<file path="config.mk">
export PLATFORM = sky130hd
export DESIGN_NAME = servo_bus_packet_deframer_core
export DESIGN_NICKNAME = d
export VERILOG_FILES = /design/src/sbpd_pkg.sv /design/src/servo_bus_packet_deframer_core.sv /design/src/sbpd_ram.sv
export SDC_FILE = /design/constraint.sdc
export NUM_CORES = 1
export LEC_CHECK = 0
export ABC_AREA = 1
export BUFFER_PORTS_ARGS = -buffer_cell sky130_fd_sc_hd__buf_2
export CAP_MARGIN = 20
export CORE_UTILIZATION = 60
export DETAILED_ROUTE_END_ITERATION = 10
export PLACE_DENSITY = 0.76
export SLEW_MARGIN = 20
export SYNTH_ARGS = -nofsm -noshare
export SYNTH_HDL_FRONTEND = slang
export SYNTH_SLANG_ARGS = --single-unit
</file>
<file path="constraint.sdc">
create_clock -name clk_i -period 7 [get_ports clk_i]
set_input_delay 0.7 -clock clk_i [delete_from_list [all_inputs] [get_ports clk_i]]
set_output_delay 0.7 -clock clk_i [all_outputs]
set_load 0.01 [all_outputs]
</file>
<file path="src/sbpd_pkg.sv">
`default_nettype none

package sbpd_pkg;

  localparam int BUF_DEPTH = 32;
  localparam int BUF_AW    = $clog2(BUF_DEPTH);

  localparam logic [7:0] HDR_BYTE = 8'hFF;

  typedef enum logic [2:0] {
    ST_HDR1,
    ST_HDR2,
    ST_ID,
    ST_LEN,
    ST_DATA,
    ST_EMIT
  } parse_state_e;

endpackage

`default_nettype wire

</file>
<file path="src/servo_bus_packet_deframer_core.sv">
// one received byte is taken per cycle while a frame is being parsed
// a good frame of n stored bytes is read back from the payload ram at one byte per cycle
// while the output takes results: the input stalls while those bytes are read, longer while
// the output is held. the first result follows the last byte of the frame through the emit
// state, the ram read and the output stage, then one result per cycle while results are taken
// reset clears the parser state and the output stage; the payload ram is not cleared
`default_nettype none

module servo_bus_packet_deframer_core (
  input  wire logic       clk_i,
  input  wire logic       rst_ni,
  input  wire logic       in_valid_i,
  output logic            in_ready_o,
  input  wire logic [7:0] rx_byte_i,
  output logic            out_valid_o,
  input  wire logic       out_ready_i,
  output logic      [7:0] frame_id_o,
  output logic      [7:0] frame_length_o,
  output logic      [5:0] byte_index_o,
  output logic      [7:0] payload_byte_o,
  output logic            last_o
);

  import sbpd_pkg::*;

  parse_state_e state_q, state_d;

  logic [7:0]        held_id_q, held_id_d;
  logic [7:0]        held_len_q, held_len_d;
  logic [7:0]        seen_q, seen_d;
  logic [7:0]        sum_q, sum_d;
  logic [BUF_AW-1:0] last_idx_q, last_idx_d;
  logic [BUF_AW-1:0] rd_idx_q, rd_idx_d;

  logic              rd_pend_q;
  logic [BUF_AW-1:0] pend_idx_q;
  logic              pend_last_q;
  logic [7:0]        pend_id_q, pend_len_q;

  logic              out_valid_q;
  logic [7:0]        out_id_q, out_len_q, out_byte_q;
  logic [5:0]        out_idx_q;
  logic              out_last_q;

  logic              in_acc;
  logic              load_out;
  logic              issue;
  logic              ram_we;
  logic [7:0]        ram_rdata;
  logic [7:0]        seen_inc;
  logic [7:0]        sum_inc;

  assign in_ready_o = (state_q != ST_EMIT);
  assign in_acc     = in_valid_i && in_ready_o;

  assign load_out = rd_pend_q && (!out_valid_q || out_ready_i);
  assign issue    = (state_q == ST_EMIT) && (!rd_pend_q || load_out);

  assign ram_we   = in_acc && (state_q == ST_DATA) && (seen_q < 8'(BUF_DEPTH));
  assign seen_inc = (seen_q == 8'hFF) ? seen_q : seen_q + 8'd1;
  assign sum_inc  = sum_q + rx_byte_i;

  always_comb begin
    state_d    = state_q;
    held_id_d  = held_id_q;
    held_len_d = held_len_q;
    seen_d     = seen_q;
    sum_d      = sum_q;
    last_idx_d = last_idx_q;
    rd_idx_d   = rd_idx_q;
    unique case (state_q)
      ST_HDR1: begin
        if (in_acc && rx_byte_i == HDR_BYTE) state_d = ST_HDR2;
      end
      ST_HDR2: begin
        if (in_acc) state_d = (rx_byte_i == HDR_BYTE) ? ST_ID : ST_HDR1;
      end
      ST_ID: begin
        if (in_acc) begin
          held_id_d = rx_byte_i;
          sum_d     = rx_byte_i;
          state_d   = ST_LEN;
        end
      end
      ST_LEN: begin
        if (in_acc) begin
          held_len_d = rx_byte_i;
          seen_d     = '0;
          sum_d      = sum_inc;
          state_d    = ST_DATA;
        end
      end
      ST_DATA: begin
        if (in_acc) begin
          sum_d  = sum_inc;
          seen_d = seen_inc;
          if (seen_inc >= held_len_q) begin
            // good frame: final count below depth, so the old count is the last index
            if (sum_inc == HDR_BYTE && seen_inc < 8'(BUF_DEPTH)) begin
              last_idx_d = seen_q[BUF_AW-1:0];
              rd_idx_d   = '0;
              state_d    = ST_EMIT;
            end else begin
              state_d = ST_HDR1;
            end
          end
        end
      end
      ST_EMIT: begin
        if (issue) begin
          rd_idx_d = rd_idx_q + BUF_AW'(1);
          if (rd_idx_q == last_idx_q) state_d = ST_HDR1;
        end
      end
      default: state_d = ST_HDR1;
    endcase
  end

  always_ff @(posedge clk_i or negedge rst_ni) begin
    if (!rst_ni) begin
      state_q    <= ST_HDR1;
      held_id_q  <= '0;
      held_len_q <= '0;
      seen_q     <= '0;
      sum_q      <= '0;
      last_idx_q <= '0;
      rd_idx_q   <= '0;
    end else begin
      state_q    <= state_d;
      held_id_q  <= held_id_d;
      held_len_q <= held_len_d;
      seen_q     <= seen_d;
      sum_q      <= sum_d;
      last_idx_q <= last_idx_d;
      rd_idx_q   <= rd_idx_d;
    end
  end

  sbpd_ram #(
    .WIDTH(8),
    .DEPTH(BUF_DEPTH)
  ) u_payload_ram (
    .clk_i  (clk_i),
    .we_i   (ram_we),
    .waddr_i(seen_q[BUF_AW-1:0]),
    .wdata_i(rx_byte_i),
    .re_i   (issue),
    .raddr_i(rd_idx_q),
    .rdata_o(ram_rdata)
  );

  // one read in flight; its data waits in the ram output until the output stage frees
  always_ff @(posedge clk_i or negedge rst_ni) begin
    if (!rst_ni) begin
      rd_pend_q <= 1'b0;
    end else if (issue) begin
      rd_pend_q <= 1'b1;
    end else if (load_out) begin
      rd_pend_q <= 1'b0;
    end
  end

  always_ff @(posedge clk_i) begin
    if (issue) begin
      pend_idx_q  <= rd_idx_q;
      pend_last_q <= (rd_idx_q == last_idx_q);
      pend_id_q   <= held_id_q;
      pend_len_q  <= held_len_q;
    end
  end

  always_ff @(posedge clk_i or negedge rst_ni) begin
    if (!rst_ni) begin
      out_valid_q <= 1'b0;
    end else if (load_out) begin
      out_valid_q <= 1'b1;
    end else if (out_ready_i) begin
      out_valid_q <= 1'b0;
    end
  end

  always_ff @(posedge clk_i) begin
    if (load_out) begin
      out_id_q   <= pend_id_q;
      out_len_q  <= pend_len_q;
      out_idx_q  <= 6'(pend_idx_q);
      out_byte_q <= ram_rdata;
      out_last_q <= pend_last_q;
    end
  end

  assign out_valid_o    = out_valid_q;
  assign frame_id_o     = out_id_q;
  assign frame_length_o = out_len_q;
  assign byte_index_o   = out_idx_q;
  assign payload_byte_o = out_byte_q;
  assign last_o         = out_last_q;

  a_no_rw_overlap: assert property (@(posedge clk_i) disable iff (!rst_ni)
    !(ram_we && issue))
    else $error("payload ram written and read in the same cycle");

  a_pend_held: assert property (@(posedge clk_i) disable iff (!rst_ni)
    rd_pend_q && out_valid_q && !out_ready_i |=> rd_pend_q && $stable(ram_rdata))
    else $error("pending read data lost while output stalled");

  a_emit_last: assert property (@(posedge clk_i) disable iff (!rst_ni)
    issue && (rd_idx_q == last_idx_q) |=> state_q == ST_HDR1 && rd_pend_q)
    else $error("frame read-back did not end on the last index");

endmodule

`default_nettype wire

</file>
<file path="src/sbpd_ram.sv">
`default_nettype none

module sbpd_ram #(
  parameter int WIDTH = 8,
  parameter int DEPTH = 32
) (
  input  wire logic                     clk_i,
  input  wire logic                     we_i,
  input  wire logic [$clog2(DEPTH)-1:0] waddr_i,
  input  wire logic [WIDTH-1:0]         wdata_i,
  input  wire logic                     re_i,
  input  wire logic [$clog2(DEPTH)-1:0] raddr_i,
  output logic      [WIDTH-1:0]         rdata_o
);

  logic [WIDTH-1:0] mem_q [DEPTH];

  always_ff @(posedge clk_i) begin
    if (we_i) begin
      mem_q[waddr_i] <= wdata_i;
    end
  end

  // read data holds while no read is issued
  always_ff @(posedge clk_i) begin
    if (re_i) begin
      rdata_o <= mem_q[raddr_i];
    end
  end

endmodule

`default_nettype wire

</file>
==> Flow_metrics.wiki, run 1 <==
{| class="wikitable"
! Metric !! Value
|-
| TritonCTS clock tree || done
|-
| Overflow after GRT || 0
|-
| Final Slew Violations || 0
|-
| Final #Nets || 1278
|-
| Number of DRC violations after detailed-routing iteration 0 || 1168
|-
| Nature of the critical path startpoint || flip-flop
|-
| Area of the die || 25600 µm²
|-
| Top_reg_cell synth || sky130_fd_sc_hd__edfxtp_1
|-
| Number of maximum-capacitance violations || 0
|-
| Basic-gate share of the synthesized area counting and, or, nand and nor cells || 12.0%
|-
| Core box area || between 20000 and 25000 µm²
|-
| Initial core utilization || around three fifths
|-
| Number of global-route vias before repair || 9131
|-
| Placed cell count || about 1.5k
|-
| Antenna cells || 0
|-
| Combinational family with the most area after synthesis || simple AND/OR/NAND/NOR gates
|-
| End of the critical path || rd_idx_q[0]
|-
| Worst voltage drop across the vdd grid || 0.197 mV
|-
| Met2 layer wire length in the routed design || 16300 µm
|-
| Outcome || complete, no violations
|-
| Maximum root-to-sink buffer count || 3
|-
| Antenna-violating nets left || 0
|-
| EDFF count, synth || 316
|-
| Later-pin clock latency in the skew report || 0.53 ns
|-
| Hold crit path type || in -> async
|-
| Final design instance area without fill || 16600 µm²
|-
| Leakage power figure || a little over 6 nW
|-
| Post-synth net total || ~1.2k
|-
| Level count of the clock H-tree || 2
|-
| Sw frac || between 20% and 30%
|-
| Final hold violation count || 0
|-
| Setup skew after layout || 0.0151 ns
|-
| Total number of vias || 9598
|-
| Kind of critical path || reg -> reg
|-
| Sinks on the clock net || 363
|-
| Combinational Power Share || 9.1%
|-
| Portion of the post-synthesis area used by sequential elements || 71.3%
|-
| Via density per instance || 6.01
|-
| Top achievable clock speed || 0.321 GHz
|-
| 1st-pass router iterations || 5
|-
| Hold_ws || 0.261 ns
|-
| Top layer reached by signal wires || met4
|-
| Post-cts hold buffer count || 0
|-
| Register-to-register path setup slack || roughly 3.9 ns
|-
| Yosys reg bits || approximately 360
|-
| Required time of the critical path || 7.46 ns
|-
| Routed length on met3 || 2570 µm
|-
| GP Congestion || 0.861
|-
| PD cells || 290 nW/µm²
|-
| Count of cells along the worst register-to-register path || 16
|-
| Setup repair after global routing missed its margin || no
|-
| Number of primary I/O pins || 45
|-
| Slew margin rel. || 35.7%
|-
| GR Util All Layers || 26.5%
|-
| Sequential fraction of design power || between 50 and 60%
|-
| Commonest cells after routing, fill and taps aside || 316 x sky130_fd_sc_hd__edfxtp_1, 173 x sky130_fd_sc_hd__nand2_1, 169 x sky130_fd_sc_hd__nor2_1
|-
| Cell area after synthesis || 15000 µm²
|-
| Post-synthesis cell type count || 46
|-
| Number of warning messages in the yosys log || 0
|-
| Antenna violations before repair || 0
|-
| Detailed-placement wirelength estimate || 19600 µm
|-
| Mux contribution to synthesized area || 0%
|-
| Root Driver || sky130_fd_sc_hd__clkbuf_16
|-
| Pin count of the biggest net entering global routing || 87
|-
| RR Endpoint || rd_idx_q[0]
|-
| Chip height || 160 µm
|-
| Post-route non-filler standard cell count || 1597
|-
| Final Routed Wirelength || 33000 µm
|-
| Synthesized area per cell || 12.4 µm²
|-
| Post-route minimum period || 3.12 ns
|-
| Detailed-route DRC error count || 0
|-
| Post-Syn Instances || 1208
|-
| Clock-pin slew of the registers on the worst-case setup and hold paths || 0.06 ns
|-
| PnR Total Power || 4.83 mW
|-
| Accumulated negative setup slack || 0 ns
|-
| Postcts setup bufs || 0
|-
| Worst setup path startpoint || seen_q[0]
|-
| Total placed instance area || around 15000 µm²
|-
| Layout overhead on the synthesized area || 11.3%
|-
| Worst Max-Slew Pin Slew || 0.961 ns
|-
| Row count || 57
|-
| Commonest non-fill, non-tap cell in the layout || sky130_fd_sc_hd__edfxtp_1
|-
| First-pass GRT wire length || 51400 µm
|-
| PortBufs || 43
|-
| Source of the worst register-to-register timing path || seen_q[0]
|-
| Setup violations, final || 0
|-
| Detailed-routing wirelength on met1 || 13600 µm
|-
| Quantity of gates resized following cts || 0
|-
| Period utilization || ~45%
|-
| Overall die width || 160 µm
|-
| Kind of end point of the critical path || flip-flop
|-
| Fraction of final layout cells sized beyond drive strength 1 || between 10% and 20%
|-
| Xor and xnor area share after synthesis || 0.694%
|-
| Largest driver fanout on the critical path || 6
|-
| Internal Pwr Total || 3.68 mW
|-
| TritonCTS buffer count || 37
|-
| Compound-cell area share of the yosys netlist || approximately 11%
|-
| Power share of the clock group || about two fifths
|-
| Sw Pwr || 1.15 mW
|-
| Post-synthesis async set-or-reset flop share || 12.9%
|-
| WL per Instance || ~21 µm
|-
| Crit path arrival time || 3.58 ns
|-
| Adder and majority cell fraction of the synthesized area || 1.81%
|}
## critical path, cell delays in order (launching register included)
cell and delay (ns):
sky130_fd_sc_hd__dfrtp_1 0.43, sky130_fd_sc_hd__ha_1 0.29, sky130_fd_sc_hd__nand2_4 0.09, sky130_fd_sc_hd__nor2_8 0.12, sky130_fd_sc_hd__nand3_1 0.20, sky130_fd_sc_hd__nand3_1 0.15, sky130_fd_sc_hd__nor2_1 0.06, sky130_fd_sc_hd__xor2_1 0.16
sky130_fd_sc_hd__ha_1 0.21, sky130_fd_sc_hd__a21oi_1 0.17, sky130_fd_sc_hd__o21a_1 0.13, sky130_fd_sc_hd__nand3_1 0.14, sky130_fd_sc_hd__o21ai_0 0.43, sky130_fd_sc_hd__inv_2 0.15, sky130_fd_sc_hd__nand3_4 0.14, sky130_fd_sc_hd__nand2_1 0.05
sky130_fd_sc_hd__nand2_1 0.12
## layout make-up
| class | instances | area [µm²] |
|---|---|---|
| Clock buffer | 51 | 1070 |
| Clock inverter | 16 | 163 |
| Fill cell | 1716 | 7740 |
| Inverter | 66 | 248 |
| Multi-Input combinational cell | 721 | 3780 |
| Sequential cell | 363 | 10700 |
| Tap cell | 324 | 405 |
| Timing Repair Buffer | 56 | 313 |
## layer usage
layer	global-route usage, %	vias up
li1	-	4426
met1	36.9	4691
met2	43.8	423
met3	4.42	58
met4	6.97	0
met5	0	-
## cell usage after synthesis, types with 2 or more instances
| cell | instances | share of area, % |
|---|---|---|
| sky130_fd_sc_hd__dfrtp_1 | 47 | 7.9 |
| sky130_fd_sc_hd__nor2_1 | 170 | 4.3 |
| sky130_fd_sc_hd__nand2_1 | 173 | 4.3 |
| sky130_fd_sc_hd__nor2_2 | 2 | 0.084 |
| sky130_fd_sc_hd__a31oi_1 | 3 | 0.13 |
| sky130_fd_sc_hd__o21ai_1 | 13 | 0.44 |
| sky130_fd_sc_hd__o22ai_1 | 59 | 2.5 |
| sky130_fd_sc_hd__inv_1 | 60 | 1.5 |
| sky130_fd_sc_hd__inv_2 | 4 | 0.10 |
| sky130_fd_sc_hd__a21oi_1 | 38 | 1.3 |
| sky130_fd_sc_hd__nor3b_1 | 2 | 0.10 |
| sky130_fd_sc_hd__nor4_1 | 2 | 0.084 |
| sky130_fd_sc_hd__clkbuf_1 | 34 | 0.85 |
| sky130_fd_sc_hd__o21ai_0 | 133 | 4.5 |
| sky130_fd_sc_hd__nand4_1 | 9 | 0.38 |
| sky130_fd_sc_hd__edfxtp_1 | 316 | 63 |
| sky130_fd_sc_hd__buf_2 | 17 | 0.57 |
| sky130_fd_sc_hd__buf_6 | 2 | 0.15 |
| sky130_fd_sc_hd__nand3_1 | 28 | 0.94 |
| sky130_fd_sc_hd__xor2_1 | 7 | 0.41 |
| sky130_fd_sc_hd__ha_1 | 20 | 1.7 |
| sky130_fd_sc_hd__buf_4 | 3 | 0.15 |
| sky130_fd_sc_hd__nand2_4 | 2 | 0.15 |
| sky130_fd_sc_hd__clkinv_1 | 2 | 0.050 |
| sky130_fd_sc_hd__nand3_4 | 3 | 0.35 |
| sky130_fd_sc_hd__xnor2_1 | 3 | 0.18 |
| sky130_fd_sc_hd__nand2_2 | 3 | 0.13 |
| sky130_fd_sc_hd__nor2_4 | 6 | 0.45 |
| sky130_fd_sc_hd__o221ai_1 | 30 | 1.8 |
## how the worst min path moves through the flow
stage / cells past startpoint / endpoint / slack, ns / from
finish: 2 / held_id_q[5] / 0.26 / rst_ni
global route: 2 / held_id_q[5] / 0.31 / rst_ni
CTS: 2 / held_id_q[2] / 0.28 / rst_ni
detailed placement: 0 / frame_id_o[0] / 0.40 / pend_id_q[0]
global placement: 0 / byte_index_o[0] / 0.40 / pend_idx_q[0]
floorplan: 0 / held_id_q[0] / 0.40 / rst_ni
## sequential cells by signal, indices dropped and copies added (netlist names), 5 cells and up
register               flops
sum_q                      8
seen_q                     8
rd_idx_q                   5
pend_len_q                 8
pend_idx_q                 5
frame_length_o             8
payload_byte_o             8
held_id_q                  8
frame_id_o                 8
u_payload_ram.mem_q      256
byte_index_o               5
held_len_q                 8
last_idx_q                 5
pend_id_q                  8
u_payload_ram.rdata_o      8
## cells by family (layout without fill, tap and decap cells)
kind of cell | Yosys count | after routing
AOI/OAI and AO/OA | 280 | 280
xor gates and xnor gates | 11 | 11
adders and majority gates | 21 | 21
buffers and inverters | 124 | 189
DFF | 363 | 363
other | 1 | 1
and+or+nand+nor | 408 | 408
## power groups by stage
stage | registers [mW] | logic [mW] | clock network, mW
6_report | 2.42 | 0.439 | 1.97
5_1_grt | 2.42 | 0.494 | 2.07
4_1_cts | 2.42 | 0.438 | 1.99
3_5_place_dp | 2.46 | 0.434 | 0
2_1_floorplan | 2.45 | 0.322 | 0
3_3_place_gp | 2.46 | 0.421 | 0
## stage by stage
step | setup slack, ns | util, %
3_3_place_gp | 3.95 | 63.2
2_1_floorplan | 4.27 | -
3_5_place_dp | 3.86 | 63.2
6_report | 3.88 | 68.3
5_1_grt | 3.59 | 68.3
4_1_cts | 3.89 | 68.3
(Power assumes the default switching activity.)
==> inputs of run 2 (changes only) <==
==> constraint.sdc (replaced) <==
create_clock -name clk_i -period 3 [get_ports clk_i]
set_input_delay 0.3 -clock clk_i [delete_from_list [all_inputs] [get_ports clk_i]]
set_output_delay 0.3 -clock clk_i [all_outputs]
set_load 0.01 [all_outputs]
==> Flow_metrics.wiki, run 2 (synthesis gave the netlist of run 1 again) <==
{| class="wikitable"
! Metric !! Value
|-
| Peak per-stage delay on the critical path || 0.44 ns (was 0.43 ns)
|-
| Final hold violation count || 0 (unchanged)
|-
| Register cell area after layout || 10700 µm² (about the same)
|-
| Kind of end point of the critical path || flip-flop (unchanged)
|-
| Antenna cells || 0 (unchanged)
|-
| Total number of vias || 9985 (was 9598)
|-
| Nature of the critical path startpoint || flip-flop (unchanged)
|-
| Placed cell count || 1576 (was 1530)
|-
| Leakage power figure || 6.30 nW (was 6.09 nW)
|-
| Level count of the clock H-tree || 2 (unchanged)
|-
| CP cell instances || ha_4, nand2_4, nor2_8, nand3_2, nand3_1, nor2_1, xor2_1, ha_1, nand2_1, nor2_1, nand4_1, nand3_1, o21ai_0, buf_4, nor3_4, nand2_1, o21ai_0 (was ha_1, nand2_4, nor2_8, nand3_1, nand3_1, nor2_1, xor2_1, ha_1, a21oi_1, o21a_1, nand3_1, o21ai_0, inv_2, nand3_4, nand2_1, nand2_1)
|-
| Largest driver fanout on the critical path || 6 (unchanged)
|-
| Commonest cells after routing, fill and taps aside || 316 x sky130_fd_sc_hd__edfxtp_1, 173 x sky130_fd_sc_hd__nand2_1, 169 x sky130_fd_sc_hd__nor2_1 (unchanged)
|-
| TritonCTS clock tree || done (unchanged)
|-
| Detailed-placement wirelength estimate || 21800 µm (was 19600 µm)
|-
| Total placed instance area || 15800 µm² (was 15400 µm²)
|-
| Number of global-route vias before repair || 9660 (was 9131)
|-
| Number of fillers in the final layout || 1671 (was 1716)
|-
| First-pass GRT wire length || 54100 µm (was 51400 µm)
|-
| Multi-input combinational cell area || 3800 µm² (was 3780 µm²)
|-
| Final #Nets || 1324 (was 1278)
|-
| Postcts setup bufs || 0 (unchanged)
|-
| Maximum root-to-sink buffer count || 3 (unchanged)
|-
| Post-route minimum period || 2.81 ns (was 3.12 ns)
|-
| Place WS || 0.0260 ns (was 3.86 ns)
|-
| Overall die width || 160 µm (unchanged)
|-
| Accumulated negative setup slack || 0 ns (unchanged)
|-
| Clock-pin slew of the registers on the worst-case setup and hold paths || 0.06 ns (about the same)
|-
| Sinks on the clock net || 363 (unchanged)
|-
| Via density per instance || 6.09 (was 6.01)
|-
| Period utilization || 93.5% (was 44.5%)
|-
| Antenna violations before repair || 0 (unchanged)
|-
| Detailed-route DRC error count || 0 (unchanged)
|-
| PortBufs || 43 (unchanged)
|-
| Largest Register || u_payload_ram.mem_q (unchanged)
|-
| Setup violations, final || 0 (unchanged)
|-
| Outcome || complete, no violations (unchanged)
|-
| Chip height || 160 µm (unchanged)
|-
| Number of primary I/O pins || 45 (unchanged)
|-
| Later-pin clock latency in the skew report || 0.52 ns (was 0.53 ns)
|-
| Pin count of the biggest net entering global routing || 114 (was 87)
|-
| Row count || 57 (unchanged)
|-
| Final Routed Wirelength || 35200 µm (was 33000 µm)
|-
| Number of DRC violations after detailed-routing iteration 0 || 1225 (was 1168)
|-
| Worst voltage drop across the vdd grid || 0.609 mV (was 0.197 mV)
|-
| Slew margin rel. || 51.6% (was 35.7%)
|-
| Top achievable clock speed || 0.356 GHz (was 0.321 GHz)
|-
| GR Util All Layers || 28.0% (was 26.5%)
|-
| Number of flip-flops in the largest register || 256 (unchanged)
|-
| Cell with the largest stage delay on the worst path || sky130_fd_sc_hd__dfrtp_2 (was sky130_fd_sc_hd__dfrtp_1)
|-
| Finished Core Util || 69.5% (was 68.3%)
|-
| Fraction of final layout cells sized beyond drive strength 1 || 14.0% (was 11.3%)
|-
| Antenna-violating nets left || 0 (unchanged)
|-
| Initial core utilization || 61.3% (unchanged)
|-
| GP Congestion || 0.860 (was 0.861)
|-
| PnR Total Power || 11.0 mW (was 4.83 mW)
|-
| Required time of the critical path || 3.44 ns (was 7.46 ns)
|-
| Worst Max-Slew Pin Slew || 0.725 ns (was 0.961 ns)
|-
| 1st-pass router iterations || 6 (was 5)
|-
| Kind of critical path || reg -> reg (unchanged)
|-
| Hold crit path type || in -> reg (was in -> async)
|-
| Root Driver || sky130_fd_sc_hd__clkbuf_16 (unchanged)
|-
| Core box area || 24400 µm² (unchanged)
|-
| Number of maximum-capacitance violations || 0 (unchanged)
|-
| WL per Instance || 21.4 µm (was 20.7 µm)
|-
| Overflow after GRT || 0 (unchanged)
|-
| Post-route setup slack || 0.195 ns (was 3.88 ns)
|-
| Area of the die || 25600 µm² (unchanged)
|-
| Setup repair after global routing missed its margin || no (unchanged)
|-
| PD cells || 648 nW/µm² (was 290 nW/µm²)
|-
| Crit path arrival time || 3.24 ns (was 3.58 ns)
|-
| TritonCTS buffer count || 36 (was 37)
|-
| Hold_ws || 0.109 ns (was 0.261 ns)
|-
| Setup skew after layout || 0.0136 ns (was 0.0151 ns)
|-
| Post-route non-filler standard cell count || 1640 (was 1597)
|-
| Final design instance area without fill || 17000 µm² (was 16600 µm²)
|-
| Layout overhead on the synthesized area || 13.4% (was 11.3%)
|-
| Final Slew Violations || 0 (unchanged)
|-
| Commonest non-fill, non-tap cell in the layout || sky130_fd_sc_hd__edfxtp_1 (unchanged)
|}
run 2: layout make-up:
type | count | share of cell area [%]
flip-flops and latches | 363 | 62.9
multi-input cells | 721 | 22.4
clock buffers | 48 | 6.01
repair buffers | 103 | 4.23
well taps | 324 | 2.39
inverters | 66 | 1.46
clock inverters | 15 | 0.598
run 2: report_power, final:
| group | leakage (nW) | total [mW] | switching [mW] | internal [mW] |
|---|---|---|---|---|
| clock network | 0.543 | 4.27 | 1.80 | 2.47 |
| registers | 3.48 | 5.64 | 0.0689 | 5.57 |
| logic | 2.28 | 1.08 | 0.732 | 0.349 |
run 2: worst paths after layout:
| path | startpoint | depth (start not counted) | end | slack [ns] |
|---|---|---|---|---|
| hold / removal | out_ready_i | 4 | out_valid_o | 0.11 |
| min in group asynchronous | rst_ni | 2 | held_id_q[1] | 0.21 |
| setup / recovery | seen_q[0] | 17 | state_q[2] | 0.19 |
| max in group asynchronous | rst_ni | 3 | seen_q[1] | 1.97 |
| setup reg to reg | seen_q[0] | 17 | state_q[2] | 0.19 |
| hold reg to reg | u_payload_ram.rdata_o[7] | 0 | payload_byte_o[7] | 0.42 |
run 2: timing repair:
item | in CTS | in global routing
endpoints found under the hold margin | 10 | 0
gates resized for setup | 1 | 4
hold buffers | 1 | 0
pin swaps | 0 | 0
setup endpoints to repair | 1 | 8
cloned | 0 | 0
run 2: critical path: cells and delay by family (launching register included):
family / cells / cell delay (ns)
AND/OR/NAND/NOR: 11 / 1.26
buffers and inverters: 1 / 0.18
adder cells (fa/ha/maj): 2 / 0.47
AO/OA/AOI/OAI: 2 / 0.23
flip-flops: 1 / 0.44
XOR/XNOR: 1 / 0.16
run 2: metal layers:
layer  global-route usage (%)  wire [µm]
met5                        0          0
met4                     10.0       1070
met3                     4.94       3080
met2                     46.3      17400
met1                     37.8      13600
